[src/rtl/core/rmq_pkg.sv]
// Package for the rotation matrix to quaternion block: widths, types, branch
// codes and the per-step helpers of the square root and divider pipelines.
// No dependencies.
`default_nettype none
package rmq_pkg;

  localparam int FRAC_BITS = 14;
  localparam int DATA_W    = 16;
  localparam int NUM_W     = DATA_W + 1;
  localparam int ARG_W     = DATA_W + 2;
  localparam int ARGS_W    = DATA_W + 4;
  localparam int SQ_W      = ARG_W + FRAC_BITS;
  localparam int ROOT_W    = SQ_W / 2;
  localparam int REM_W     = ROOT_W + 3;
  localparam int SQ_PER    = 2;
  localparam int SQ_STG    = ROOT_W / SQ_PER;
  localparam int DIV_W     = ROOT_W + 1;
  localparam int QB        = FRAC_BITS + 1;
  localparam int DVD_W     = NUM_W + FRAC_BITS + 1;
  localparam int DREM_W    = DIV_W + 1;
  localparam int DV_PER    = 3;
  localparam int DV_STG    = QB / DV_PER;
  localparam int LANES     = 3;
  localparam logic [QB-1:0] ONE = QB'(1) << FRAC_BITS;

  localparam logic [1:0] SEL_X = 2'd0;
  localparam logic [1:0] SEL_Y = 2'd1;
  localparam logic [1:0] SEL_Z = 2'd2;
  localparam logic [1:0] SEL_W = 2'd3;

  typedef logic signed [DATA_W-1:0] data_t;
  typedef logic [NUM_W-1:0] num_t;

  typedef struct packed {
    data_t m00; data_t m01; data_t m02;
    data_t m10; data_t m11; data_t m12;
    data_t m20; data_t m21; data_t m22;
  } mat_t;

  typedef struct packed {
    data_t qx; data_t qy; data_t qz; data_t qw;
  } quat_t;

  typedef struct packed {
    logic             valid;
    logic [1:0]       sel;
    num_t [LANES-1:0] nums;
  } tag_t;

  typedef struct packed {
    logic [REM_W-1:0]  rem;
    logic [ROOT_W-1:0] root;
    logic [SQ_W-1:0]   rad;
  } sq_t;

  typedef struct packed {
    logic [DREM_W-1:0] rem;
    logic [QB-1:0]     low;
    logic [QB-1:0]     q;
    logic              sat;
    logic              neg;
  } dv_t;

  function automatic sq_t sq_step(sq_t s);
    sq_t              r;
    logic [REM_W-1:0] t;
    logic [REM_W-1:0] sh;
    r  = s;
    sh = {s.rem[REM_W-3:0], s.rad[SQ_W-1 -: 2]};
    t  = {1'b0, s.root, 2'b01};
    r.rad = {s.rad[SQ_W-3:0], 2'b00};
    if (sh >= t) begin
      r.rem  = sh - t;
      r.root = {s.root[ROOT_W-2:0], 1'b1};
    end else begin
      r.rem  = sh;
      r.root = {s.root[ROOT_W-2:0], 1'b0};
    end
    return r;
  endfunction

  function automatic dv_t dv_step(dv_t s, logic [DIV_W-1:0] d);
    dv_t               r;
    logic [DREM_W-1:0] sh;
    r  = s;
    sh = {s.rem[DREM_W-2:0], s.low[QB-1]};
    r.low = {s.low[QB-2:0], 1'b0};
    if (sh >= {1'b0, d}) begin
      r.rem = sh - {1'b0, d};
      r.q   = {s.q[QB-2:0], 1'b1};
    end else begin
      r.rem = sh;
      r.q   = {s.q[QB-2:0], 1'b0};
    end
    return r;
  endfunction

endpackage
`default_nettype wire

[src/rtl/core/rmq_if.sv]
// Valid/ready channel interfaces for matrices in and quaternions out.
// Depends on rmq_pkg.
`default_nettype none
interface rmq_mat_if (input logic clk_i);
  import rmq_pkg::*;
  logic valid;
  logic ready;
  mat_t data;
  modport source (output valid, output data, input ready);
  modport sink (input valid, input data, output ready);
endinterface

interface rmq_quat_if (input logic clk_i);
  import rmq_pkg::*;
  logic  valid;
  logic  ready;
  quat_t data;
  modport source (output valid, output data, input ready);
  modport sink (input valid, input data, output ready);
endinterface
`default_nettype wire

[src/rtl/core/rmq_front.sv]
// First stage: trace, branch select, square root argument and numerators.
// Depends on rmq_pkg.
`default_nettype none
module rmq_front (
  input  logic                   clk_i,
  input  logic                   rst_ni,
  input  logic                   en_i,
  input  logic                   valid_i,
  input  rmq_pkg::mat_t          mat_i,
  output rmq_pkg::tag_t          tag_o,
  output logic [rmq_pkg::ARG_W-1:0] arg_o
);
  import rmq_pkg::*;

  logic signed [ARGS_W-1:0] e00, e11, e22, trace, arg_s;
  logic signed [NUM_W-1:0]  na, nb, nc, sxy, sxz, syz;
  tag_t                     tag_d;
  logic                     valid_q;
  logic [1:0]               sel_q;
  num_t [LANES-1:0]         nums_q;
  logic [ARG_W-1:0]         arg_d, arg_q;

  always_comb begin
    e00   = ARGS_W'(mat_i.m00);
    e11   = ARGS_W'(mat_i.m11);
    e22   = ARGS_W'(mat_i.m22);
    trace = e00 + e11 + e22;
    na    = NUM_W'(mat_i.m21) - NUM_W'(mat_i.m12);
    nb    = NUM_W'(mat_i.m02) - NUM_W'(mat_i.m20);
    nc    = NUM_W'(mat_i.m10) - NUM_W'(mat_i.m01);
    sxy   = NUM_W'(mat_i.m01) + NUM_W'(mat_i.m10);
    sxz   = NUM_W'(mat_i.m02) + NUM_W'(mat_i.m20);
    syz   = NUM_W'(mat_i.m12) + NUM_W'(mat_i.m21);
    tag_d.valid = valid_i;
    if (trace > 0) begin
      tag_d.sel  = SEL_W;
      arg_s      = trace + ARGS_W'(ONE);
      tag_d.nums = {nc, nb, na};
    end else if (e00 > e11 && e00 > e22) begin
      tag_d.sel  = SEL_X;
      arg_s      = ARGS_W'(ONE) + e00 - e11 - e22;
      tag_d.nums = {na, sxz, sxy};
    end else if (e11 > e22) begin
      tag_d.sel  = SEL_Y;
      arg_s      = ARGS_W'(ONE) + e11 - e00 - e22;
      tag_d.nums = {nb, syz, sxy};
    end else begin
      tag_d.sel  = SEL_Z;
      arg_s      = ARGS_W'(ONE) + e22 - e00 - e11;
      tag_d.nums = {nc, syz, sxz};
    end
    arg_d = (arg_s < 0) ? '0 : arg_s[ARG_W-1:0];
  end

  always_ff @(posedge clk_i or negedge rst_ni) begin
    if (!rst_ni) begin
      valid_q <= 1'b0;
    end else if (en_i) begin
      valid_q <= tag_d.valid;
    end
  end

  always_ff @(posedge clk_i) begin
    if (en_i) begin
      sel_q  <= tag_d.sel;
      nums_q <= tag_d.nums;
      arg_q  <= arg_d;
    end
  end

  assign tag_o = {valid_q, sel_q, nums_q};
  assign arg_o = arg_q;
endmodule
`default_nettype wire

[src/rtl/core/rmq_sqrt.sv]
// Pipelined digit-by-digit square root, two result bits per stage.
// Depends on rmq_pkg.
`default_nettype none
module rmq_sqrt (
  input  logic                       clk_i,
  input  logic                       rst_ni,
  input  logic                       en_i,
  input  rmq_pkg::tag_t              tag_i,
  input  logic [rmq_pkg::ARG_W-1:0]  arg_i,
  output rmq_pkg::tag_t              tag_o,
  output logic [rmq_pkg::ROOT_W-1:0] root_o
);
  import rmq_pkg::*;

  logic             v_q    [SQ_STG];
  logic [1:0]       sel_q  [SQ_STG];
  num_t [LANES-1:0] nums_q [SQ_STG];
  sq_t              sq_q   [SQ_STG];
  sq_t              sq_d   [SQ_STG];
  tag_t             tag_d  [SQ_STG];

  always_comb begin
    for (int s = 0; s < SQ_STG; s++) begin
      sq_t cur;
      if (s == 0) begin
        cur.rem  = '0;
        cur.root = '0;
        cur.rad  = {arg_i, {FRAC_BITS{1'b0}}};
        tag_d[s] = tag_i;
      end else begin
        cur      = sq_q[s-1];
        tag_d[s] = {v_q[s-1], sel_q[s-1], nums_q[s-1]};
      end
      for (int k = 0; k < SQ_PER; k++) begin
        cur = sq_step(cur);
      end
      sq_d[s] = cur;
    end
  end

  always_ff @(posedge clk_i or negedge rst_ni) begin
    if (!rst_ni) begin
      for (int s = 0; s < SQ_STG; s++) v_q[s] <= 1'b0;
    end else if (en_i) begin
      for (int s = 0; s < SQ_STG; s++) v_q[s] <= tag_d[s].valid;
    end
  end

  always_ff @(posedge clk_i) begin
    if (en_i) begin
      for (int s = 0; s < SQ_STG; s++) begin
        sel_q[s]  <= tag_d[s].sel;
        nums_q[s] <= tag_d[s].nums;
        sq_q[s]   <= sq_d[s];
      end
    end
  end

  assign tag_o  = {v_q[SQ_STG-1], sel_q[SQ_STG-1], nums_q[SQ_STG-1]};
  assign root_o = sq_q[SQ_STG-1].root;
endmodule
`default_nettype wire

[src/rtl/core/rmq_div.sv]
// Rounded division of three numerators by twice the root, pipelined three
// quotient bits per stage, then saturation and mapping to x, y, z, w.
// Depends on rmq_pkg.
`default_nettype none
module rmq_div (
  input  logic                       clk_i,
  input  logic                       rst_ni,
  input  logic                       en_i,
  input  rmq_pkg::tag_t              tag_i,
  input  logic [rmq_pkg::ROOT_W-1:0] root_i,
  output logic                       valid_o,
  output rmq_pkg::quat_t             quat_o
);
  import rmq_pkg::*;

  localparam int NST = DV_STG + 1;

  logic                    v_q    [NST];
  logic                    v_d    [NST];
  logic [1:0]              sel_q  [NST];
  logic [1:0]              sel_d  [NST];
  logic [ROOT_W-1:0]       root_q [NST];
  logic [ROOT_W-1:0]       root_d [NST];
  dv_t  [LANES-1:0]        dv_q   [NST];
  dv_t  [LANES-1:0]        dv_d   [NST];
  logic                    out_v_q;
  quat_t                   quat_d, quat_q;

  function automatic data_t lane_val(dv_t l, logic [ROOT_W-1:0] root);
    logic [QB-1:0] mag;
    if (root == '0) mag = '0;
    else if (l.sat || l.q > ONE) mag = ONE;
    else mag = l.q;
    return l.neg ? -DATA_W'(mag) : DATA_W'(mag);
  endfunction

  always_comb begin
    for (int s = 0; s < NST; s++) begin
      if (s == 0) begin
        v_d[s]    = tag_i.valid;
        sel_d[s]  = tag_i.sel;
        root_d[s] = root_i;
        for (int i = 0; i < LANES; i++) begin
          logic signed [NUM_W-1:0] n;
          logic [NUM_W-1:0]        mag;
          logic [DVD_W-1:0]        dvd;
          logic [DIV_W-1:0]        dd;
          n   = $signed(tag_i.nums[i]);
          mag = n[NUM_W-1] ? NUM_W'(-n) : NUM_W'(n);
          dd  = {root_i, 1'b0};
          dvd = {1'b0, mag, {FRAC_BITS{1'b0}}} + DVD_W'(root_i);
          dv_d[s][i].neg = n[NUM_W-1];
          dv_d[s][i].sat = dvd[DVD_W-1:QB] >= dd;
          dv_d[s][i].rem = {1'b0, dvd[DVD_W-1:QB]};
          dv_d[s][i].low = dvd[QB-1:0];
          dv_d[s][i].q   = '0;
        end
      end else begin
        v_d[s]    = v_q[s-1];
        sel_d[s]  = sel_q[s-1];
        root_d[s] = root_q[s-1];
        for (int i = 0; i < LANES; i++) begin
          dv_t cur;
          cur = dv_q[s-1][i];
          for (int k = 0; k < DV_PER; k++) begin
            cur = dv_step(cur, {root_q[s-1], 1'b0});
          end
          dv_d[s][i] = cur;
        end
      end
    end
  end

  always_comb begin
    logic [1:0]        sel;
    logic [ROOT_W-1:0] root;
    logic [ROOT_W:0]   hsum;
    data_t             half;
    data_t             val [4];
    sel  = sel_q[NST-1];
    root = root_q[NST-1];
    hsum = {1'b0, root} + 1'b1;
    half = (hsum[ROOT_W:1] > ROOT_W'(ONE)) ? DATA_W'(ONE) : DATA_W'(hsum[ROOT_W:1]);
    for (int p = 0; p < 4; p++) begin
      if (p == int'(sel)) val[p] = half;
      else if (p < int'(sel)) val[p] = lane_val(dv_q[NST-1][p], root);
      else val[p] = lane_val(dv_q[NST-1][p-1], root);
    end
    quat_d.qx = val[0];
    quat_d.qy = val[1];
    quat_d.qz = val[2];
    quat_d.qw = val[3];
  end

  always_ff @(posedge clk_i or negedge rst_ni) begin
    if (!rst_ni) begin
      for (int s = 0; s < NST; s++) v_q[s] <= 1'b0;
      out_v_q <= 1'b0;
    end else if (en_i) begin
      for (int s = 0; s < NST; s++) v_q[s] <= v_d[s];
      out_v_q <= v_q[NST-1];
    end
  end

  always_ff @(posedge clk_i) begin
    if (en_i) begin
      for (int s = 0; s < NST; s++) begin
        sel_q[s]  <= sel_d[s];
        root_q[s] <= root_d[s];
        dv_q[s]   <= dv_d[s];
      end
      quat_q <= quat_d;
    end
  end

  assign valid_o = out_v_q;
  assign quat_o  = quat_q;
endmodule
`default_nettype wire

[src/rtl/core/rotation_matrix_to_quaternion_top.sv]
// Rotation matrix to unit quaternion converter.
// Channels: mat_i (sink) takes nine Q1.14 matrix entries per transaction;
// quat_o (source) returns qx, qy, qz, qw in Q1.14, saturated to +/-1.0.
// One transaction is accepted whenever valid and ready are both high.
// Path to quat_o.valid: an accepted matrix passes through 16 register stages
// (1 front, 8 square root, 1 divider setup, 5 divider, 1 output register).
// Throughput: one matrix per cycle while quat_o is not stalled; every stage
// is a register with a valid bit that moves with its data.
// Stall: while quat_o holds a transaction that is not taken, the whole pipe
// holds and mat_i.ready is low; bubbles advance freely otherwise.
// Reset (rst_ni low, asynchronous) clears all valid bits; data registers are
// not reset. No configuration and no state between transactions.
// Depends on rmq_pkg, rmq_if, rmq_front, rmq_sqrt, rmq_div.
`default_nettype none
module rotation_matrix_to_quaternion_top (
  input  logic            clk_i,
  input  logic            rst_ni,
  rmq_mat_if.sink         mat_i,
  rmq_quat_if.source      quat_o
);
  import rmq_pkg::*;

  logic              en;
  tag_t              front_tag, sq_tag;
  logic [ARG_W-1:0]  arg;
  logic [ROOT_W-1:0] root;

  assign en          = !quat_o.valid || quat_o.ready;
  assign mat_i.ready = en;

  rmq_front u_front (
    .clk_i   (clk_i),
    .rst_ni  (rst_ni),
    .en_i    (en),
    .valid_i (mat_i.valid),
    .mat_i   (mat_i.data),
    .tag_o   (front_tag),
    .arg_o   (arg)
  );

  rmq_sqrt u_sqrt (
    .clk_i  (clk_i),
    .rst_ni (rst_ni),
    .en_i   (en),
    .tag_i  (front_tag),
    .arg_i  (arg),
    .tag_o  (sq_tag),
    .root_o (root)
  );

  rmq_div u_div (
    .clk_i   (clk_i),
    .rst_ni  (rst_ni),
    .en_i    (en),
    .tag_i   (sq_tag),
    .root_i  (root),
    .valid_o (quat_o.valid),
    .quat_o  (quat_o.data)
  );
endmodule
`default_nettype wire

[src/flat_wrapper.sv]
// flat-port wrapper written by rule: the top's interface ports become plain ports
module rotation_matrix_to_quaternion_top_flat import rmq_pkg::*;
  (clk_i, rst_ni, mat_i_valid, mat_i_data, mat_i_ready, quat_o_valid, quat_o_data, quat_o_ready);
  rmq_mat_if mat_i_i (.clk_i(clk_i));
  rmq_quat_if quat_o_i (.clk_i(clk_i));
  input  logic clk_i;
  input  logic rst_ni;
  input wire logic [$bits(mat_i_i.valid)-1:0] mat_i_valid;
  input wire logic [$bits(mat_i_i.data)-1:0] mat_i_data;
  output wire logic [$bits(mat_i_i.ready)-1:0] mat_i_ready;
  output wire logic [$bits(quat_o_i.valid)-1:0] quat_o_valid;
  output wire logic [$bits(quat_o_i.data)-1:0] quat_o_data;
  input wire logic [$bits(quat_o_i.ready)-1:0] quat_o_ready;
  assign mat_i_i.valid = mat_i_valid;
  assign mat_i_i.data = mat_i_data;
  assign mat_i_ready = mat_i_i.ready;
  assign quat_o_valid = quat_o_i.valid;
  assign quat_o_data = quat_o_i.data;
  assign quat_o_i.ready = quat_o_ready;
  rotation_matrix_to_quaternion_top u_core (.clk_i(clk_i), .rst_ni(rst_ni), .mat_i(mat_i_i), .quat_o(quat_o_i));
endmodule
[config.mk]
export PLATFORM = sky130hd
export DESIGN_NAME = rotation_matrix_to_quaternion_top_flat
export DESIGN_NICKNAME = d
export VERILOG_FILES = /design/src/rtl/core/rmq_pkg.sv /design/src/rtl/core/rmq_if.sv /design/src/rtl/core/rmq_front.sv /design/src/rtl/core/rmq_sqrt.sv /design/src/rtl/core/rmq_div.sv /design/src/rtl/core/rotation_matrix_to_quaternion_top.sv /design/src/flat_wrapper.sv
export SDC_FILE = /design/constraint.sdc
export NUM_CORES = 2
export LEC_CHECK = 0
export BUFFER_PORTS_ARGS = -buffer_cell sky130_fd_sc_hd__buf_2
export CORE_MARGIN = 2
export CORE_UTILIZATION = 58
export CTS_BUF_LIST = sky130_fd_sc_hd__clkbuf_4 sky130_fd_sc_hd__clkbuf_8 sky130_fd_sc_hd__clkbuf_16
export CTS_CLUSTER_SIZE = 10
export DETAILED_ROUTE_END_ITERATION = 12
export HOLD_SLACK_MARGIN = 0.15
export PLACE_DENSITY = 0.83
export SLEW_MARGIN = 20
export SYNTH_ARGS = -nofsm -noshare
export SYNTH_HDL_FRONTEND = slang
export SYNTH_HIERARCHICAL = 1
export SYNTH_SLANG_ARGS = --single-unit
[constraint.sdc]
create_clock -name clk_i -period 47.4 [get_ports clk_i]
set_input_delay 7.11 -clock clk_i [delete_from_list [all_inputs] [get_ports clk_i]]
set_output_delay 7.11 -clock clk_i [all_outputs]
set_load 0.02 [all_outputs]
# Word-level counts from Yosys, hierarchy flattened
# Memory sizes are Yosys's and may differ from the RTL's.
# Index checks and enable logic that the tools add are counted.
# totals
regBits,151
ramBits,1936
input_bits,148
output_inout_bits,66
word_cells,359
n_memories,6
# classes
n_addsub,92
order_cmp,76
n_eq_ne,3
mux,149
reduce_logical,8
# memory_table
memory,depth,width,rd,rd_ports_with_merged_regs,write_ports,line,text
u_core.u_div.dv_q,6,150,6,0,6,rmq_div.sv:24,dv_t [LANES-1:0] dv_q [NST];
u_core.u_sqrt.sq_q,8,63,8,0,8,rmq_sqrt.sv:18,sq_t sq_q [SQ_STG];
u_core.u_sqrt.nums_q,8,51,8,0,8,rmq_sqrt.sv:17,num_t [LANES-1:0] nums_q [SQ_STG];
u_core.u_div.root_q,6,16,6,0,6,rmq_div.sv:22,logic [ROOT_W-1:0] root_q [NST];
u_core.u_sqrt.sel_q,8,2,8,0,8,rmq_sqrt.sv:16,logic [1:0] sel_q [SQ_STG];
u_core.u_div.sel_q,6,2,6,0,6,rmq_div.sv:20,logic [1:0] sel_q [NST];
# op_table
operator,n
18-bit by 17-bit greater-or-equal comparator with 1-bit output,45
17-bit subtractor,37
17-bit 2-to-1 mux,33
19-bit by 18-bit greater-or-equal comparator with 1-bit output,15
35-bit 2-to-1 mux,8
15-bit 2-to-1 mux,18
18-bit 2-to-1 mux,15
18-bit by 17-bit subtractor with 18-bit output,15
33-bit 2-to-1 mux,8
16-bit 2-to-1 mux,14
19-bit by 18-bit subtractor with 19-bit output,8
53-bit 2-to-1 mux,2
31-bit by 16-bit adder with 32-bit output,3
15-bit negator with 16-bit output,6
16-bit by 16-bit adder with 17-bit output,4
20-bit 2-to-1 mux,3
18-bit by 16-bit subtractor with 19-bit output,3
17-bit by 16-bit subtractor with 18-bit output,3
"16-bit by 16-bit adder with 17-bit output, first input constant",3
17-bit greater-or-equal comparator,3
51-bit 2-to-1 mux,1
17-bit negator,3
16-bit by 16-bit subtractor with 17-bit output,3
16-bit > comparator,3
other kinds (19),72

# Depth between registers and ports, before layout
# An unclocked memory read counts as a cell.
# logic_depth
ltp_word,11
depth_mapped,39
mapped_depth_nobuf,35

# By module
# Netlist, hierarchy kept.
# by_module_without_submodules
mod,instances,cells_each,area_per_inst_um2,seq_area_each_um2
rmq_div,1,6705,61619.1,17862.1
rmq_sqrt,1,1979,28562.4,19328.5
rmq_front,1,1726,14851.7,2157.1
rotation_matrix_to_quaternion_top,1,1,6.3,0.0

# Worst setup path before layout
# Ideal clock, no wire load.
# synth_path
path_type,input-to-output
start,in quat_o_ready
end,out mat_i_ready
arrival_ns,38.120
required_ns,40.290
slack_ns,2.170
path_stages,1
n_path_buf,0
cell_sequence,nand2b_1
# synth_via
elab_chain_len,1
# synth_lines
element,line,text
"start, declared",flat_wrapper.sv:13,input wire logic [$bits(quat_o_i.ready)-1:0] quat_o_ready;
1-bit logical OR,rotation_matrix_to_quaternion_top.sv:28,assign en = !quat_o.valid || quat_o.ready;
"end, declared",flat_wrapper.sv:10,output wire logic [$bits(mat_i_i.ready)-1:0] mat_i_ready;
# No other way between the ends.

# Worst setup path in the final report
# Ends and elaborated chain as after synthesis.

==> metrics.md <==
| Metric | Value |
|---|---|
| Register area | 0.0393 mm^2 |
| IO Count | 214 |
| FF+latch count, synth | 1313 |
| First-pass GRT wire length | 442 mm |
| Synth async-reset ratio | 1.22% |
| Starting DRT DRC Count | 8627 |
| Core Region | 0.180 mm^2 |
| DPL Wire Length | 212 mm |
| Post-DRT Antenna Nets | 0 |
| Worst-path cell chain | buf_2 > nand2b_4 > buf_2 |
| Final setup vio count | 0 |
| Total track usage | 30.0% |
| GP Congestion | 0.991 |
| Crit Path Max Fanout | 42 |
| Root Buffer | clkbuf_16 |
| Synth top cells by count | edfxtp_1, ha_1, a21oi_1 |
| Initial Utilization | 58.2% |
| Top cell type's share of synthesized area | 37.1% |
| Hold WC Path Type | register to register |
| Worst Tran Pin Value | 1110 ps |
| Drt total wl | 286 mm |
| Count leader, synth | edfxtp_1 |
| Sequential area share after synthesis | 37.5% |
| RSZ-0062 raised after global routing | false |
| Postcts setup bufs | 0 |
| Fill cells | 14100 |
| Via Count | 83300 |
| Num CTS Buffers | 157 |
| Yosys cell types | 135 |
| Slowest-stage cell, CP | nand2b_4 |
| Grt total ovfl | 0 |
| Final Slew Violations | 0 |
| TNS Setup | 0 ps |
| Cts repair resizes | 0 |
| Min Clock Period, post-route | 15050 ps |
| Worst r2r src | u_core/u_div/root_q[1][1]$_DFFE_PP_ |
| Met2 Use GR | 49.7% |
| Post-synth EDFFs | 1297 |
| Layout cells sized above 1 | 9.89% |
| CP Capture Type | primary output |
| CTS clock-pin slew for the worst setup and hold paths | 60 ps |
| Hold endpoint | u_core/u_sqrt/nums_q[0][59]$_DFFE_PP_ |
| P&R area growth vs syn | 7.63% |
| Critical Path Start Type | input pin |
| Site Rows | 156 |
| Multi-input logic area | 0.0617 mm^2 |
| Most used cell, CP | buf_2 |
| Reg2Reg Capture Point | u_core/u_div/dv_q[2][48]$_DFFE_PP_ |
| GRT busiest layer | met2 |
| Status | completed |
| WHS Path Cells | 0 |
| Required time of the critical path | 40290 ps |
| Util after Layout | 62.7% |
| IO Port Bufs | 213 |
| Die X | 430 um |
| Wirelength per Cell | 21.9 um |
| Residual DRC | 0 |
| Post-Syn Area | 0.105 mm^2 |
| 1st-pass router iterations | 8 |
| Number of global-route vias before repair | 80900 |
| Post-Syn Instances | 10400 |
| Worst slew margin | 25.9% |
| CP peak stage delay | 450 ps |
| Synth area leader | edfxtp_1 |
| Global-route met3 utilization | 5.22% |
| Synth area leaders | edfxtp_1, ha_1, xnor2_1 |
| Yosys Warn Count | 6 |
| Reg2Reg Setup Slack | 36840 ps |
| CTS sink count | 1313 |
| HP Start | u_core/u_sqrt/nums_q[0][8]$_DFFE_PP_ |
| CP arrival | 7940 ps |
| CTS tree | built |
| Antenna violations before repair | 7 |
| Clock skew | 64.0 ps |
| Worst skew pair latency | 820 ps |
| DIE HEIGHT | 430 um |
| Cts hold-fix bufs | 0 |
| Die Area | 0.185 mm^2 |
| Vias per inst | 6.40 |
| Max-Cap Viols | 0 |
| Crit path kind | input pin to primary output |
| Top_reg_cell synth | edfxtp_1 |
| M1 GR Usage | 38.9% |
| Avg Inst Size Synth | 10.1 um^2 |
| Final net count | 12000 |
| CTS max path bufs | 3 |
| Fmax | 0.0665 GHz |
| Largest net degree at the start of global routing | 194 |
| H-tree lvl count | 4 |
| Final hold violations | 0 |
| Crit share post-route | 31.7% |
| R2R depth | 31 |
-- critical path: cells and delay by family --
| kind | cells | cell delay, ps |
|---|---|---|
| buffers and inverters | 2 | 370 |
| and+or+nand+nor | 1 | 450 |
-- per-layer routing --
metal	vias to the layer above	wire length (um)
li1	38800	-
met5	-	34
met2	3999	133000
met3	833	24500
met4	4	12900
met1	39700	115000
-- how the worst max path moves through the flow --
stage                              to          from  cells after the start  slack (ps)
final                     mat_i_ready  quat_o_ready                      3       32350
after floorplan           mat_i_ready  quat_o_ready                      1        2170
after detailed placement  mat_i_ready  quat_o_ready                      3       32320
after CTS                 mat_i_ready  quat_o_ready                      3       32320
after global routing      mat_i_ready  quat_o_ready                      3       32250
after global placement    mat_i_ready  quat_o_ready                      3       32330
-- per-stage QoR --
| stage | cells | setup WS, ps | area [um^2] | hold slack [ps] |
|---|---|---|---|---|
| detailed placement | 12800 | 32320 | 108000 | 405 |
| global placement | 12800 | 32330 | 108000 | 400 |
| finish | 13000 | 32350 | 113000 | 388 |
| floorplan | 10400 | 2170 | 105000 | 400 |
| global route | 13000 | 32250 | 113000 | 397 |
| CTS | 13000 | 32320 | 113000 | 386 |
-- registers in the layout, indices dropped and copies added (netlist names) --
name                    count
u_core/u_div/sel_q         12
u_core/u_front/sel_q        2
u_core/u_div/v_d            5
u_core/u_front/valid_q      1
u_core/u_sqrt/sel_q        16
u_core/u_div/valid_o        1
u_core/u_sqrt/nums_q      408
u_core/u_front/tag_o       51
u_core/u_sqrt/tag_o         1
u_core/u_div/v_q            1
u_core/u_div/quat_o        64
u_core/u_div/dv_q         417
u_core/u_div/root_q        96
u_core/u_sqrt/tag_d         7
u_core/u_sqrt/sq_q        213
u_core/u_front/arg_o       18
-- layout make-up --
class,instances,area share [%]
tap,2370,2.62
clock buffer,177,3.62
inverter,700,2.33
multi-input combinational,8118,54.6
timing repair buffer,300,1.55
antenna,5,0.0111
sequential,1313,34.8
clock inverter,37,0.504
-- layout by cell type (no fill, tap or decap), types with 171 or more instances in the layout --
| cell type | synthesis | final |
|---|---|---|
| nor3_1 | 219 | 219 |
| xnor2_1 | 594 | 594 |
| mux2_2 | 338 | 338 |
| a21o_1 | 278 | 278 |
| nand2_1 | 669 | 669 |
| xor2_1 | 305 | 305 |
| buf_2 | 48 | 213 |
| a21oi_1 | 774 | 773 |
| o21ai_0 | 594 | 594 |
| nor2_1 | 742 | 740 |
| inv_1 | 685 | 685 |
| edfxtp_1 | 1297 | 1297 |
| nand3_1 | 171 | 171 |
| ha_1 | 1182 | 1182 |
-- cells by family (layout without fill, tap and decap cells) --
logic type | after synthesis | in the layout | share of synthesized area, %
compound gates | 2786 | 2786 | 17.3
other cells | 2 | 13 | 0.00715
fa+ha+maj | 1309 | 1309 | 16.5
buf+inv | 986 | 1214 | 3.92
xor+xnor | 900 | 900 | 7.51
flops | 1313 | 1313 | 37.5
mux | 485 | 485 | 5.15
simple gates | 2630 | 2630 | 12.2
Power is not shown: default switching activity piles up to over one toggle a cycle in this logic, so the estimate is an artifact.
